## src/rtl/core/mrq_pkg.sv

```systemverilog
// Shared types and codes for the mailbox ring queue unit.
// No dependencies.
`timescale 1ns / 1ps

package mrq_pkg;

	// Fixed field widths
	localparam int CAP_W  = 5;
	localparam int FILL_W = 5;
	localparam int OP_W   = 2;
	localparam int STAT_W = 2;

	// Operation codes
	localparam logic [OP_W-1:0] OP_TAKE     = 2'd0;
	localparam logic [OP_W-1:0] OP_ADD_TAIL = 2'd1;
	localparam logic [OP_W-1:0] OP_ADD_HEAD = 2'd2;
	localparam logic [OP_W-1:0] OP_FLUSH    = 2'd3;

	// Status codes
	localparam logic [STAT_W-1:0] ST_OK    = 2'd0;
	localparam logic [STAT_W-1:0] ST_EMPTY = 2'd1;
	localparam logic [STAT_W-1:0] ST_FULL  = 2'd2;

	// Slot memory strobes from the ring control
	typedef struct packed {
		logic wr_en;
		logic rd_en;
	} mem_ctl_t;

	// Per-item result from the ring control
	typedef struct packed {
		logic [STAT_W-1:0] status;
		logic              take_ok;
		logic [FILL_W-1:0] fill;
	} result_t;

endpackage

```

## src/rtl/core/mrq_slot_mem.sv

```systemverilog
// Message slot storage: one write port, one registered read port.
// No package dependencies.
`timescale 1ns / 1ps

module mrq_slot_mem #(
	parameter int DEPTH = 16,
	parameter int WIDTH = 32,
	parameter int AW    = 4
) (
	input  logic             clk,
	input  logic             wr_en,
	input  logic [AW-1:0]    wr_addr,
	input  logic [WIDTH-1:0] wr_data,
	input  logic             rd_en,
	input  logic [AW-1:0]    rd_addr,
	output logic [WIDTH-1:0] rd_data
);

	logic [WIDTH-1:0] mem [DEPTH];
	logic [WIDTH-1:0] rd_data_q;

	// Write port
	always_ff @(posedge clk) begin
		if (wr_en) begin
			mem[wr_addr] <= wr_data;
		end
	end

	// Registered read, held while not enabled
	always_ff @(posedge clk) begin
		if (rd_en) begin
			rd_data_q <= mem[rd_addr];
		end
	end

	assign rd_data = rd_data_q;

endmodule

```

## src/rtl/core/mrq_ring_ctrl.sv

```systemverilog
// Ring control: capacity, head/tail indices and fill count, plus
// per-item status and slot memory strobes. Depends on mrq_pkg.
`timescale 1ns / 1ps

module mrq_ring_ctrl #(
	parameter int SLOT_COUNT = 16,
	parameter int IDX_W      = 4
) (
	input  logic                         clk,
	input  logic                         arst_n,
	input  logic                         cfg_wr_en,
	input  logic [mrq_pkg::CAP_W-1:0]    cfg_wr_data,
	input  logic                         step,
	input  logic [mrq_pkg::OP_W-1:0]     operation,
	output mrq_pkg::mem_ctl_t            mem_ctl,
	output logic [IDX_W-1:0]             wr_addr,
	output logic [IDX_W-1:0]             rd_addr,
	output mrq_pkg::result_t             result
);

	import mrq_pkg::*;

	// Common width for index / capacity compares
	localparam int CMP_W   = (IDX_W + 1 > CAP_W) ? IDX_W + 1 : CAP_W;
	localparam int CAP_RST = (SLOT_COUNT < 16) ? SLOT_COUNT : 16;

	logic [CAP_W-1:0]  cap_q;
	logic [IDX_W-1:0]  head_q, head_d;
	logic [IDX_W-1:0]  tail_q, tail_d;
	logic [FILL_W-1:0] cnt_q, cnt_d;
	logic [CAP_W-1:0]  cap_wr;
	logic              full;

	function automatic logic [IDX_W-1:0] next_idx(input logic [IDX_W-1:0] i,
		input logic [CAP_W-1:0] cap);
		logic [CMP_W-1:0] n;
		n = CMP_W'(i) + CMP_W'(1);
		return (n >= CMP_W'(cap)) ? '0 : n[IDX_W-1:0];
	endfunction

	function automatic logic [IDX_W-1:0] prev_idx(input logic [IDX_W-1:0] i,
		input logic [CAP_W-1:0] cap);
		logic [CMP_W-1:0] p;
		p = CMP_W'(cap) - CMP_W'(1);
		return (i == '0) ? p[IDX_W-1:0] : i - IDX_W'(1);
	endfunction

	// Clamp a written capacity into 1..SLOT_COUNT
	always_comb begin
		priority if (cfg_wr_data == '0) begin
			cap_wr = CAP_W'(1);
		end else if (CMP_W'(cfg_wr_data) > CMP_W'(SLOT_COUNT)) begin
			cap_wr = CAP_W'(SLOT_COUNT);
		end else begin
			cap_wr = cfg_wr_data;
		end
	end

	assign full = (CMP_W'(cnt_q) >= CMP_W'(cap_q));

	// Next state and result for the item in the input register
	always_comb begin
		head_d          = head_q;
		tail_d          = tail_q;
		cnt_d           = cnt_q;
		mem_ctl         = '0;
		wr_addr         = tail_q;
		rd_addr         = head_q;
		result.status   = ST_OK;
		result.take_ok  = 1'b0;
		unique case (operation)
			OP_TAKE: begin
				if (cnt_q == '0) begin
					result.status = ST_EMPTY;
				end else begin
					result.take_ok = 1'b1;
					mem_ctl.rd_en  = step;
					head_d         = next_idx(head_q, cap_q);
					cnt_d          = cnt_q - FILL_W'(1);
				end
			end
			OP_ADD_TAIL: begin
				if (full) begin
					result.status = ST_FULL;
				end else begin
					mem_ctl.wr_en = step;
					tail_d        = next_idx(tail_q, cap_q);
					cnt_d         = cnt_q + FILL_W'(1);
				end
			end
			OP_ADD_HEAD: begin
				if (full) begin
					result.status = ST_FULL;
				end else begin
					mem_ctl.wr_en = step;
					head_d        = prev_idx(head_q, cap_q);
					wr_addr       = head_d;
					cnt_d         = cnt_q + FILL_W'(1);
				end
			end
			OP_FLUSH: begin
				head_d = '0;
				tail_d = '0;
				cnt_d  = '0;
			end
			default: begin
				head_d = head_q;
			end
		endcase
		result.fill = cnt_d;
	end

	// State registers; a capacity write also empties the ring
	always_ff @(posedge clk or negedge arst_n) begin
		if (!arst_n) begin
			cap_q  <= CAP_W'(CAP_RST);
			head_q <= '0;
			tail_q <= '0;
			cnt_q  <= '0;
		end else if (cfg_wr_en) begin
			cap_q  <= cap_wr;
			head_q <= '0;
			tail_q <= '0;
			cnt_q  <= '0;
		end else if (step) begin
			head_q <= head_d;
			tail_q <= tail_d;
			cnt_q  <= cnt_d;
		end
	end

endmodule

```

## src/rtl/core/mailbox_ring_queue_unit.sv

```systemverilog
// Mailbox ring queue: one operation per item, one result per item.
// Result register captures the input register's item result as the pipe advances.
// Throughput: one item per cycle; the input register, ring logic and result
// register form a two-stage pipe that only holds while the result is stalled.
// Reset: arst_n clears indices, fill count and valids, capacity returns to its default.
// Top level; depends on mrq_pkg, mrq_ring_ctrl and mrq_slot_mem.
`timescale 1ns / 1ps

module mailbox_ring_queue_unit #(
	parameter int SLOT_COUNT   = 16,
	parameter int MESSAGE_BITS = 32
) (
	input  logic                          clk,
	input  logic                          arst_n,
	// configuration
	input  logic                          cfg_wr_en,
	input  logic [mrq_pkg::CAP_W-1:0]     cfg_wr_data,
	// input channel
	input  logic                          in_valid,
	output logic                          in_stall,
	input  logic [mrq_pkg::OP_W-1:0]      operation,
	input  logic [MESSAGE_BITS-1:0]       message,
	// output channel
	output logic                          out_valid,
	input  logic                          out_stall,
	output logic [mrq_pkg::STAT_W-1:0]    status,
	output logic [MESSAGE_BITS-1:0]       message_out,
	output logic [mrq_pkg::FILL_W-1:0]    fill_count
);

	import mrq_pkg::*;

	localparam int IDX_W = $clog2(SLOT_COUNT);

	logic                    valid_s1;
	logic [OP_W-1:0]         op_s1;
	logic [MESSAGE_BITS-1:0] msg_s1;
	logic                    valid_s2;
	result_t                 res_s2;
	logic                    adv;
	logic                    step;
	mem_ctl_t                mem_ctl;
	logic [IDX_W-1:0]        wr_addr;
	logic [IDX_W-1:0]        rd_addr;
	logic [MESSAGE_BITS-1:0] rd_data;
	result_t                 result;

	// Pipe advances when the result register is empty or being taken
	assign adv      = !valid_s2 || !out_stall;
	assign step     = valid_s1 && adv;
	assign in_stall = valid_s1 && !adv;

	// Input register
	always_ff @(posedge clk or negedge arst_n) begin
		if (!arst_n) begin
			valid_s1 <= 1'b0;
		end else if (!in_stall) begin
			valid_s1 <= in_valid;
		end
	end

	always_ff @(posedge clk) begin
		if (in_valid && !in_stall) begin
			op_s1  <= operation;
			msg_s1 <= message;
		end
	end

	mrq_ring_ctrl #(
		.SLOT_COUNT (SLOT_COUNT),
		.IDX_W      (IDX_W)
	) u_ctrl (
		.clk         (clk),
		.arst_n      (arst_n),
		.cfg_wr_en   (cfg_wr_en),
		.cfg_wr_data (cfg_wr_data),
		.step        (step),
		.operation   (op_s1),
		.mem_ctl     (mem_ctl),
		.wr_addr     (wr_addr),
		.rd_addr     (rd_addr),
		.result      (result)
	);

	mrq_slot_mem #(
		.DEPTH (SLOT_COUNT),
		.WIDTH (MESSAGE_BITS),
		.AW    (IDX_W)
	) u_mem (
		.clk     (clk),
		.wr_en   (mem_ctl.wr_en),
		.wr_addr (wr_addr),
		.wr_data (msg_s1),
		.rd_en   (mem_ctl.rd_en),
		.rd_addr (rd_addr),
		.rd_data (rd_data)
	);

	// Result register
	always_ff @(posedge clk or negedge arst_n) begin
		if (!arst_n) begin
			valid_s2 <= 1'b0;
		end else if (adv) begin
			valid_s2 <= valid_s1;
		end
	end

	always_ff @(posedge clk) begin
		if (step) begin
			res_s2 <= result;
		end
	end

	assign out_valid   = valid_s2;
	assign status      = res_s2.status;
	assign fill_count  = res_s2.fill;
	assign message_out = res_s2.take_ok ? rd_data : '0;

endmodule

```

## config.mk

```make
export PLATFORM = sky130hd
export DESIGN_NAME = mailbox_ring_queue_unit
export DESIGN_NICKNAME = d
export VERILOG_FILES = /design/src/rtl/core/mrq_pkg.sv /design/src/rtl/core/mrq_slot_mem.sv /design/src/rtl/core/mrq_ring_ctrl.sv /design/src/rtl/core/mailbox_ring_queue_unit.sv
export SDC_FILE = /design/constraint.sdc
export NUM_CORES = 1
export LEC_CHECK = 0
export ABC_AREA = 1
export BUFFER_PORTS_ARGS = -buffer_cell sky130_fd_sc_hd__buf_2
export CORE_ASPECT_RATIO = 1.2
export CORE_MARGIN = 4
export CORE_UTILIZATION = 30
export CTS_CLUSTER_SIZE = 8
export DETAILED_ROUTE_END_ITERATION = 8
export SYNTH_ARGS = -nofsm -noshare
export SYNTH_HDL_FRONTEND = slang
export SYNTH_SLANG_ARGS = --single-unit
export TNS_END_PERCENT = 20
```

## constraint.sdc

```tcl
create_clock -name clk -period 6 [get_ports clk]
set_input_delay 0.9 -clock clk [delete_from_list [all_inputs] [get_ports clk]]
set_output_delay 0.9 -clock clk [all_outputs]
set_load 0.05 [all_outputs]
```

# == Word-level counts from Yosys, hierarchy flattened ==
# Memories as Yosys holds them, arrays and structs flattened. A register that Yosys moved wholly into a read port is not among the register bits.
# Index checks and enable logic that the tools add are counted.
# op_classes
add_sub_neg,6
magnitude_cmp,4
eq_ne,6
mux,32
n_reduce_logical,18
# op_table
op,count
4-bit two-way mux,12
32-bit two-way mux,1
5-bit two-way mux,6
5-bit >= comparator,3
5-bit one-hot mux with 3 select lines,1
4-bit one-hot mux with 3 select lines,1
"4-bit by 1-bit adder with 5-bit output, second input constant",2
5-bit zero test,2
"3-bit != test, second input constant",3
1-bit two-way mux,8
4-bit one-hot mux with 2 select lines,1
"4-bit by 1-bit subtractor with 4-bit output, second input constant",2
"5-bit by 1-bit adder with 5-bit output, second input constant",1
"5-bit greater-than comparator, second input constant",1
"5-bit by 1-bit subtractor with 5-bit output, second input constant",1
"2-bit equality test, second input constant",2
1-bit zero test,4
4-bit zero test,1
2-bit one-hot mux with 2 select lines,1
4-bit AND reduction,1
4-bit nonzero test,1
1-bit logical AND,3
3-bit AND reduction,1
3-bit nonzero test,1
6 further kinds,6
# word_totals
reg_bits,62
ram_bits,512
output_inout_bits,41
elab_cells,78
mem_count,1
# memory_table
memory,words,width,rd,rd_ports_with_merged_regs,wr,line,text
u_mem.mem,16,32,1,1,1,mrq_slot_mem.sv:19,logic [WIDTH-1:0] mem [DEPTH];

# == Depth between registers and ports, before layout ==
# Gate-level depths: netlist (run 1).
# logic_depth
ltp_word,7
mapped_depth,17
mapped_depth_nobuf,14

# == Cells and area by module ==
# A second synthesis (run 1) with hierarchy kept.
# unflattened
cells_unflattened,2514
area_unflattened_um2,26629.3
# modules_own_cells
mod,instances,cells_per_inst,area_per_inst_um2
mrq_slot_mem,1,2120,23064.6
mrq_ring_ctrl,1,266,1886.8
mailbox_ring_queue_unit,1,128,1677.9

# == Worst setup path before layout (run 1) ==
# No wires, ideal clock.
# synth_timing
path_kind,reg-to-reg
from,reg u_ctrl.head_q[0] (netlist: u_ctrl.rd_addr[0])
to,mem u_mem.mem[11][0] (enable)
t_arrival_ns,3.373
slack_ns,2.206
path_stages_with_launch,15
path_buffers,3
path_cell_list,dfrtp_1 > inv_2 > buf_6 > buf_6 > buf_2 > ha_1 > nand2_1 > nand2_1 > nand2_2 > ha_1 > inv_1 > nand3_1 > nand2_2 > nand3_2 > nor2_1
# synth_between
elab_chain_len,4
word_cells_on_any_way,5
# synth_lines
element,line,text
start: declaration,mrq_ring_ctrl.sv:28,"logic [IDX_W-1:0] head_q, head_d;"
start signal: assignment,mrq_ring_ctrl.sv:117,head_q <= '0;
start signal: assignment,mrq_ring_ctrl.sv:122,head_q <= '0;
start signal: assignment,mrq_ring_ctrl.sv:126,head_q <= head_d;
4-bit by 1-bit subtractor with 4-bit output or 4-bit zero test (tied branches),mrq_ring_ctrl.sv:45,return (i == '0) ? p[IDX_W-1:0] : i - IDX_W'(1);
4-bit two-way mux (*),mrq_ring_ctrl.sv:45,
4-bit two-way mux (*),mrq_ring_ctrl.sv:92,if (full) begin
4-bit two-way mux (*),mrq_ring_ctrl.sv:71,unique case (operation)
end: declaration,mrq_slot_mem.sv:19,
# Every way passes the cells marked *; elsewhere a longest branch is shown, timed or not.

# == Worst setup path in the final report (run 1) ==
# layout_timing
from,reg u_ctrl.head_q[0] (netlist: u_ctrl.rd_addr[0])
to,mem u_mem.mem[11][13] (enable)
# Same word-level chain as after synthesis.

==> results.txt, run 1 <==
Dividing the synthesized area by the synthesized cell count gives 12.59 um^2. After the last flow step, the layout net total stands at 2093. Global routing finished with a remaining overflow of 0.

The number of cell rows was 114. Of the available clock period, the critical path in the final layout requires 75.21%. The most used flip-flop cell after synthesis was sky130_fd_sc_hd__edfxtp_1.

The highest cell delay on the worst timing path is 1.05 ns, and the share of synthesized cell area in and, or, nand and nor gates is 13.30%. The final number of max-transition violations was 0. The worst pin sits at a relative slew slack of 11.91%. The number of gates resized after CTS was 0.

The logs give 85 for the clock buffer count from CTS and 1953 for the number of cells produced by synthesis. In the final routed layout, each cell accounts on average for 20.43 um. Setup repair after global routing left no endpoint under its margin.

After the first detailed-routing iteration, the DRC count stood at 1137. The global-route wire length before repair was 95.12 mm. For this design, the sink count on the clock tree is 606. After Yosys synthesis, XOR and XNOR cells account for 0.2850% of the synthesized area. In this run, synthesis produced a sequential element count of 606.

The fraction of layout cells with a size suffix above 1 came out at 12.43%. The congestion estimate from routability-driven global placement came to 0.8085. In the routed layout, each cell is associated on average with a via count of 4.979. Once the floorplan was initialized, standard cells occupied 30.39% of the core. Summing the areas of all compound-gate instances in the mapped netlist gives 7.610% of the synthesized area. At the end of the flow the core is filled with cells to 34.90%. After layout, the worst setup slack is 1.487 ns. The number of max-capacitance violations reported was 0; the proportion of synthesized flip-flops having asynchronous set or reset was 3.300%. The core region is 80880 um^2.

For this run, design rule violations remaining after detail routing come to 0. The slowest stage of the critical path is the sky130_fd_sc_hd__nor2_4 cell. Broken down by cell family, the worst path's largest delay share belongs to simple AND/OR/NAND/NOR gates. In the synthesized netlist, mux cells make up 0% of the area. The final HPWL from detailed placement was 36.64 mm; the largest net degree at the start of global routing was 178. Maximum clock skew at final layout: 0.02864 ns. Hold repair after CTS inserted 0 buffers.

The worst setup timing slack at the placement stage came out at 1.549 ns. The worst setup path is captured at a flip-flop. During placement, the flow inserted port buffers numbering 84. The run gives 73.63% as the post-synthesis sequential area ratio. The root buffer cell chosen for the clock tree is sky130_fd_sc_hd__clkbuf_16. The critical path is of the reg2reg type. Hold is met by 0.2712 ns.

The run gives 0 as the final number of setup-violating endpoints. Global routing used 14.23% of the available tracks across all layers. The critical path data required time is 6.20 ns, and the via count of the first global-routing pass is 15490.

The total power per unit cell area works out to 351.6 nW/um^2. Kind of path behind the tightest hold check: in2async. At the pin with the least slew margin, the transition time is 1.318 ns. Summing every instance area after synthesis gives 24580 um^2.

The highest ir drop seen on vdd was 206.1 uV. Relative to the synthesized area, the layout overhead comes to 14.83%. Final period demand of the worst path: 4.513 ns. TritonCTS built the clock tree. The maximum number of buffers from clock root to sink was 3. The largest family of logic cells by synthesized area was simple AND/OR/NAND/NOR gates.

Summed over all failing endpoints, the final setup total negative slack is 0 ns. The synthesized netlist net count was 2023. The tools report the clock latency reported for the late side of the worst-skew pair as 0.62 ns.

The synthesized design contains 586 enable-type register cells. The run finished with clean final reports. The signal on the critical path passes through inv_6, ha_1, nand2_1, nand2_1, nand2_2, ha_1, inv_1, nand3_1, nand2_2, nand3_2, nor2_4. After clock tree synthesis, the clock-pin slew on the worst setup and hold paths is 0.05 ns. The sum of routed wire length over all layers was 63.14 mm; the floorplan die area was 86600 um^2. Count of synthesis-stage warnings from yosys: 0. The die span in x was 269.3 um.

Derived from the worst setup path, the maximum achievable clock frequency is 221.6 MHz. The total I/O pin count is 85, and the post-synthesis share of cell area spent on full adders, half adders and majority gates is 1.323%. The routed layout has 15390 vias. The static leakage power is 10.00 nW, and the largest fanout on the critical path is 84. The number of different library cells used by synthesis comes to 41. The floorplan step set the die height to 321.6 um. Data on the critical path arrives at its endpoint at 4.72 ns. Counting tap cells, the placed design contains a total of 2980 instances. The number of antenna violations at the first check in global routing was 3; the non-filler instance count after layout was 3090.

The count of nets left with antenna violations after detail routing came out at 0. For the setup fix buffers added after clock tree synthesis, the log shows 0. The number of search-and-repair iterations in the first detailed-routing pass is 5, and the combined buffer and inverter count along the critical path is 2. The number of failing hold endpoints at the final stage is 0, and the maximum level of the CTS H-tree is 3. The worst setup path is launched from a flip-flop.
## metrics by stage
step	power (W)	area, um^2
final	0.009925	28230
after global routing	0.01029	28220
after CTS	0.01002	28220
after detailed placement	0.005805	25940
after global placement	0.005788	25940
after floorplan	0.005501	24580
## cell type report
class                   count  area, um^2
fillers                  7717       52650
well taps                1044        1306
clock inverters             4       57.56
inverters                  91       349.1
multi-input cells        1143        5662
repair buffers             96       523.0
clock buffers             103        2216
diodes                      3       7.507
flip-flops and latches    606       18100
## state kept, by name, summed over array words and instances, names as in the netlist
name            count
u_mem.mem         512
msg_s1             32
u_mem.rd_data      32
fill_count          5
u_ctrl.cap_q        5
u_ctrl.cnt_q        5
u_ctrl.rd_addr      4
u_ctrl.tail_q       4
op_s1               2
status              2
out_valid           1
res_s2              1
valid_s1            1
## final timing paths
check / to / slack, ns / from / depth (start not counted)
worst max-delay path: u_mem.mem[11][13]$_DFFE_PP_ / 1.49 / u_ctrl.rd_addr[0]$_DFFE_PN0P_ / 11
worst min-delay path: valid_s1$_DFFE_PN0N_ / 0.27 / arst_n / 1
worst max register to register: u_mem.mem[11][13]$_DFFE_PP_ / 1.49 / u_ctrl.rd_addr[0]$_DFFE_PN0P_ / 11
worst min register to register: out_valid$_DFFE_PN0N_ / 0.50 / valid_s1$_DFFE_PN0N_ / 2
max in group asynchronous: u_ctrl.rd_addr[0]$_DFFE_PN0P_ / 5.31 / arst_n / 1
min in group clk: msg_s1[1]$_DFFE_PP_ / 0.46 / message[1] / 1
## cells in the final DEF, fill, tap and decap left out, drive strengths merged, types with 46 or more instances in the layout
cell,n
edfxtp,586
inv,91
buf,96
nand2,384
nand3,113
clkbuf,103
nor2,240
o21ai,188
o22ai,46
a21oi,58
## logic make-up after synthesis
| logic type | after synthesis |
|---|---|
| simple gates | 775 |
| xor+xnor | 8 |
| buf+inv | 204 |
| flops | 606 |
| fa+ha+maj | 26 |
| compound gates | 334 |
## worst reg2reg max path: cells and delay by family (launching register included)
kind,cells,cell delay [ns]
and+or+nand+nor,7,1.86
DFF,1,1.00
buffers and inverters,2,0.50
adders and majority gates,2,0.72
## cells in the mapped netlist, types with 14 or more instances
cell type,instances,area share [%]
sky130_fd_sc_hd__nand3_1,107,2.2
sky130_fd_sc_hd__ha_1,26,1.3
sky130_fd_sc_hd__nand2_2,15,0.38
sky130_fd_sc_hd__buf_2,52,1.1
sky130_fd_sc_hd__o21ai_1,20,0.41
sky130_fd_sc_hd__o21ai_0,168,3.4
sky130_fd_sc_hd__dfrtp_1,19,1.9
sky130_fd_sc_hd__nand4_1,20,0.51
sky130_fd_sc_hd__buf_4,20,0.61
sky130_fd_sc_hd__edfxtp_1,586,72
sky130_fd_sc_hd__clkbuf_1,32,0.49
sky130_fd_sc_hd__a21oi_1,56,1.1
sky130_fd_sc_hd__o22ai_1,46,1.2
sky130_fd_sc_hd__nor2_1,234,3.6
sky130_fd_sc_hd__o2111ai_1,14,0.50
sky130_fd_sc_hd__inv_1,80,1.2
sky130_fd_sc_hd__nand2_1,369,5.6
## power breakdown
group	internal, W	switching (W)	total, W
clock network	0.00255	0.00165	0.00420
logic	0.000207	0.000604	0.000811
registers	0.00478	0.000127	0.00491
## metal layers
layer,up-vias,wire (um),track usage [%]
met5,-,13,0
met4,2,2120,6.156
met3,130,3519,2.235
met2,547,31780,24.94
met1,7637,25700,17.52
li1,7070,-,-
(Power assumes the default switching activity.)
==> run 2, diff against run 1 <==
ABC_AREA = 0   (was 1)
clock period = 4.33 ns   (was 6 ns; I/O delays follow)
==> run 2 against run 1 <==
  * Via count down 19%
  * Clock skew is 0.0022 ns higher
  * Die area down 1.8%
  * Combinational power increased by 52%
  * Power up 40%
  * Sequential power up 37%
  * First-iteration DRC count fell by 0.97%
  * Wire length down 12%
  * Largest cell class unchanged
  * Largest power group unchanged
==> results.txt, run 2 <==
The total overflow left after global routing is 0. The library cell used as clock root buffer is sky130_fd_sc_hd__clkbuf_16. The final number of max-transition violations is 0. The most used standard cell by instance count after synthesis is sky130_fd_sc_hd__edfxtp_1. Summed over all layers, the routed wires come to 55.82 mm.

The initial core utilization was 30.38%. The sink count of the clock tree came out at 606. The logs give 0.36 ns for the worst setup slack for register-to-register paths and 0 for the DRC violation count after routing.

Compared with the post-synthesis result, the final layout area differs by 18.05%. By area the synthesized netlist is led by sky130_fd_sc_hd__edfxtp_1 73%, sky130_fd_sc_hd__mux4_2 6.0%, sky130_fd_sc_hd__mux2i_1 5.5%, sky130_fd_sc_hd__a221oi_1 2.3%, sky130_fd_sc_hd__dfrtp_1 2.0%. After synthesis, the share of flip-flops with an asynchronous set or reset is 3.300%. The synthesized design spends more area on one cell type than any other, namely sky130_fd_sc_hd__edfxtp_1. For the relative max-transition margin, the log shows 28.75%. The number of flip-flops in the largest register was 512. The total power per unit cell area was 486.9 nW/um^2. Final hold slack: 0.2063 ns.

The die span in x is 266.9 um, and the final period demand of the worst path is 3.970 ns. The tools report the arrival time at the worst endpoint as 4.25 ns. Setup violations remaining at the end of the flow were counted as 0. The timing endpoint of the critical path was u_mem.mem[10][4]$_DFFE_PP_.

After detailed routing, the average wire length per cell comes to 22.31 um. Measured along the y axis, the die boundary spans 318.7 um. The placeable core region was 79460 um^2; the highest attainable clock frequency was 251.9 MHz. The worst reg2reg path depth is 8, and the measured slew at the worst slew-check pin is 1.064 ns.

The via count of the first global-routing pass came out at 12810. The worst register-to-register path begins at u_ctrl.rd_addr[0]$_DFFE_PN0P_. The run gives 2 as the number of antenna violations at the first check in global routing. By count the netlist is led by 586 x sky130_fd_sc_hd__edfxtp_1, 133 x sky130_fd_sc_hd__mux2i_1, 64 x sky130_fd_sc_hd__a221oi_1, 64 x sky130_fd_sc_hd__mux4_2, 55 x sky130_fd_sc_hd__nand2_1. After synthesis, the netlist uses 65 different library cells.

The run finished with clean final reports. The logs give 0 for the count of nets left with antenna violations after detail routing and 24140 um^2 for the post-synthesis instance area. The library cells used most frequently in the layout, excluding fill and tap cells, are 586 x sky130_fd_sc_hd__edfxtp_1, 133 x sky130_fd_sc_hd__mux2i_1, 88 x sky130_fd_sc_hd__clkbuf_16, 84 x sky130_fd_sc_hd__buf_2. For this run, the number of Yosys warnings is 0. Leaving out fill and tap cells, the most frequent cell in the layout is sky130_fd_sc_hd__edfxtp_1. In the final timing run, aggregate negative setup slack is 0 ns. The floorplan has 113 rows.

Busiest metal layer after global routing: met2. For met2 alone, demand over resource in global routing was 21.32%. The detailed router finished its first iteration with 1126 violations.

The startpoint class of the critical path is a flip-flop. For met1 alone, demand over resource in global routing was 17.37%. The H-tree generated during clock tree synthesis spans 3 levels. The vias after detailed routing is 12410, and the number of port buffers is 84. The sum of internal, switching and leakage power is 0.01387 W. The die covers 85070 um^2. The weighted congestion at the end of routability-driven global placement was 0.7869; the total global-route track usage was 13.00%.

Start point of the critical path: u_ctrl.rd_addr[0]$_DFFE_PN0P_. The number of cells produced by synthesis is 1300. Clock tree synthesis inserted a total of 86 buffers. For this design the static power due to leakage is 9.164 nW. For the worst setup path, the data required time is 4.61 ns.

The number of synthesized flops with an enable pin is 586, and the vias per cell is 4.958. The fraction of layout cells with a size suffix above 1 is 22.37%. Terminus of the critical flop-to-flop path: u_mem.mem[10][4]$_DFFE_PP_.

The worst setup timing slack at the placement stage came out at 0.4197 ns. The later pin in the worst-skew pair is clocked with a latency of 0.62 ns. Before antenna repair, the detailed router went through 5 iterations. The worst setup path is captured at a flip-flop.

Setup repair after global routing left no endpoint under its margin. The critical path start-end classification is reg2reg. The largest net degree at the start of global routing was 106. The tool flagged a number of max-cap violations equal to 0.

Global routing consumed, on the met3 layer, 2.890% of the routing resources. Pin placement for this block handled 85 I/O pins. The run gives 0.03084 ns as the maximum clock skew at final layout. Synthesis produced a netlist with a net count of 1370. The register with the most flip-flops in the final layout is u_mem.mem.

In this run the deepest clock path goes through 3 buffers. A synthesized cell averages 18.57 um^2. After layout, the worst path uses 91.68% of the clock period.

The number of failing hold endpoints at the final stage is 0, and the number of flip-flops and latches in the synthesized netlist is 606. Detailed placement finished with a half-perimeter wire length of 34.38 mm. The final net count was 1513; the post-synthesis sequential area ratio was 74.99%.

The clock edge transition at the registers on the reported setup and hold paths was 0.05 ns. Along the worst path, the maximum fanout reaches 57. The top cell type by area accounts for 72.91% of the synthesized area.

The highest ir drop seen on vdd is 243.5 uV. TritonCTS built the clock tree. Cells fill 35.86% of the core in the end. Setup slack on the critical path of the routed design comes to 0.3603 ns. The path class of the tightest hold or removal check is in2reg. The first global-routing pass estimated 83.12 mm of wire.

Among all flip-flop cells after synthesis, the most frequent one is sky130_fd_sc_hd__edfxtp_1.
run 2: cell count changes in the layout (fill, tap and decap cells not counted), sizes merged, moves of 39 or more:
cell    previous run  this run
mux2i              0       133
o22ai             46         2
mux4               0        64
a221oi             0        64
o21ai            188        46
nand3            113         6
nor2             240        14
inv               91        24
nand2            384        55
and2               0        39
run 2: cell families after synthesis:
family                   share of synthesized area (%)
buffers and inverters                            1.846
multiplexers                                     11.67
AND/OR/NAND/NOR                                  3.447
AO/OA/AOI/OAI                                    6.407
XOR/XNOR                                        0.2903
flip-flops                                       74.99
adder cells (fa/ha/maj)                          1.348
run 2: metrics by stage:
step                      instance area, um^2  std cells
after global placement                  26140       2389
final                                   28490       2502
after detailed placement                26140       2389
after CTS                               28490       2501
after global routing                    28490       2501
after floorplan                         24180       1300
run 2: worst min path at each step:
stage | startpoint | end | slack, ns | cells past startpoint
floorplan | arst_n | out_valid$_DFFE_PN0N_ | 0.35 | 0
global route | message[31] | msg_s1[31]$_DFFE_PP_ | 0.18 | 1
detailed placement | valid_s1$_DFFE_PN0N_ | out_valid$_DFFE_PN0N_ | 0.49 | 1
global placement | valid_s1$_DFFE_PN0N_ | out_valid$_DFFE_PN0N_ | 0.48 | 1
finish | message[31] | msg_s1[31]$_DFFE_PP_ | 0.21 | 1
CTS | message[31] | msg_s1[31]$_DFFE_PP_ | 0.16 | 1
run 2: metal layers:
| layer | vias to the layer above | part of all wire (%) |
|---|---|---|
| met4 | 0 | 1.8 |
| met2 | 382 | 49 |
| li1 | 5554 | - |
| met5 | - | 0 |
| met3 | 60 | 5.9 |
| met1 | 6409 | 43 |
run 2: critical path: stages, from the launching register on:
cell and delay [ns]:
sky130_fd_sc_hd__dfrtp_4 0.40, sky130_fd_sc_hd__buf_4 0.75, sky130_fd_sc_hd__mux2i_1 0.39, sky130_fd_sc_hd__ha_1 0.34, sky130_fd_sc_hd__or2_2 0.29, sky130_fd_sc_hd__o211ai_1 0.37
sky130_fd_sc_hd__nand4b_1 0.49, sky130_fd_sc_hd__a21oi_4 0.30, sky130_fd_sc_hd__buf_12 0.25
run 2: repair_timing:
action / 4_1_cts / 5_1_grt
buffers inserted: 0 / 0
resized for setup: 0 / 0
endpoints found under the hold margin: 19 / 0
hold buffers: 1 / 0
run 2: final cells by class:
type | instances | area (um^2)
Tap cell | 1035 | 1295
Fill cell | 7320 | 50970
Timing Repair Buffer | 127 | 883.3
Sequential cell | 606 | 18100
Multi-Input combinational cell | 601 | 5789
Antenna cell | 1 | 2.502
Clock inverter | 5 | 50.05
Clock buffer | 106 | 2290
Inverter | 21 | 78.83
run 2: report_power, final:
group          leakage [nW]  switching, W  internal [W]  total (W)
logic                  2.46      0.000777      0.000450    0.00123
registers              5.56      0.000126       0.00660    0.00673
clock network          1.14       0.00228       0.00364    0.00592
total                  9.16       0.00318        0.0107     0.0139
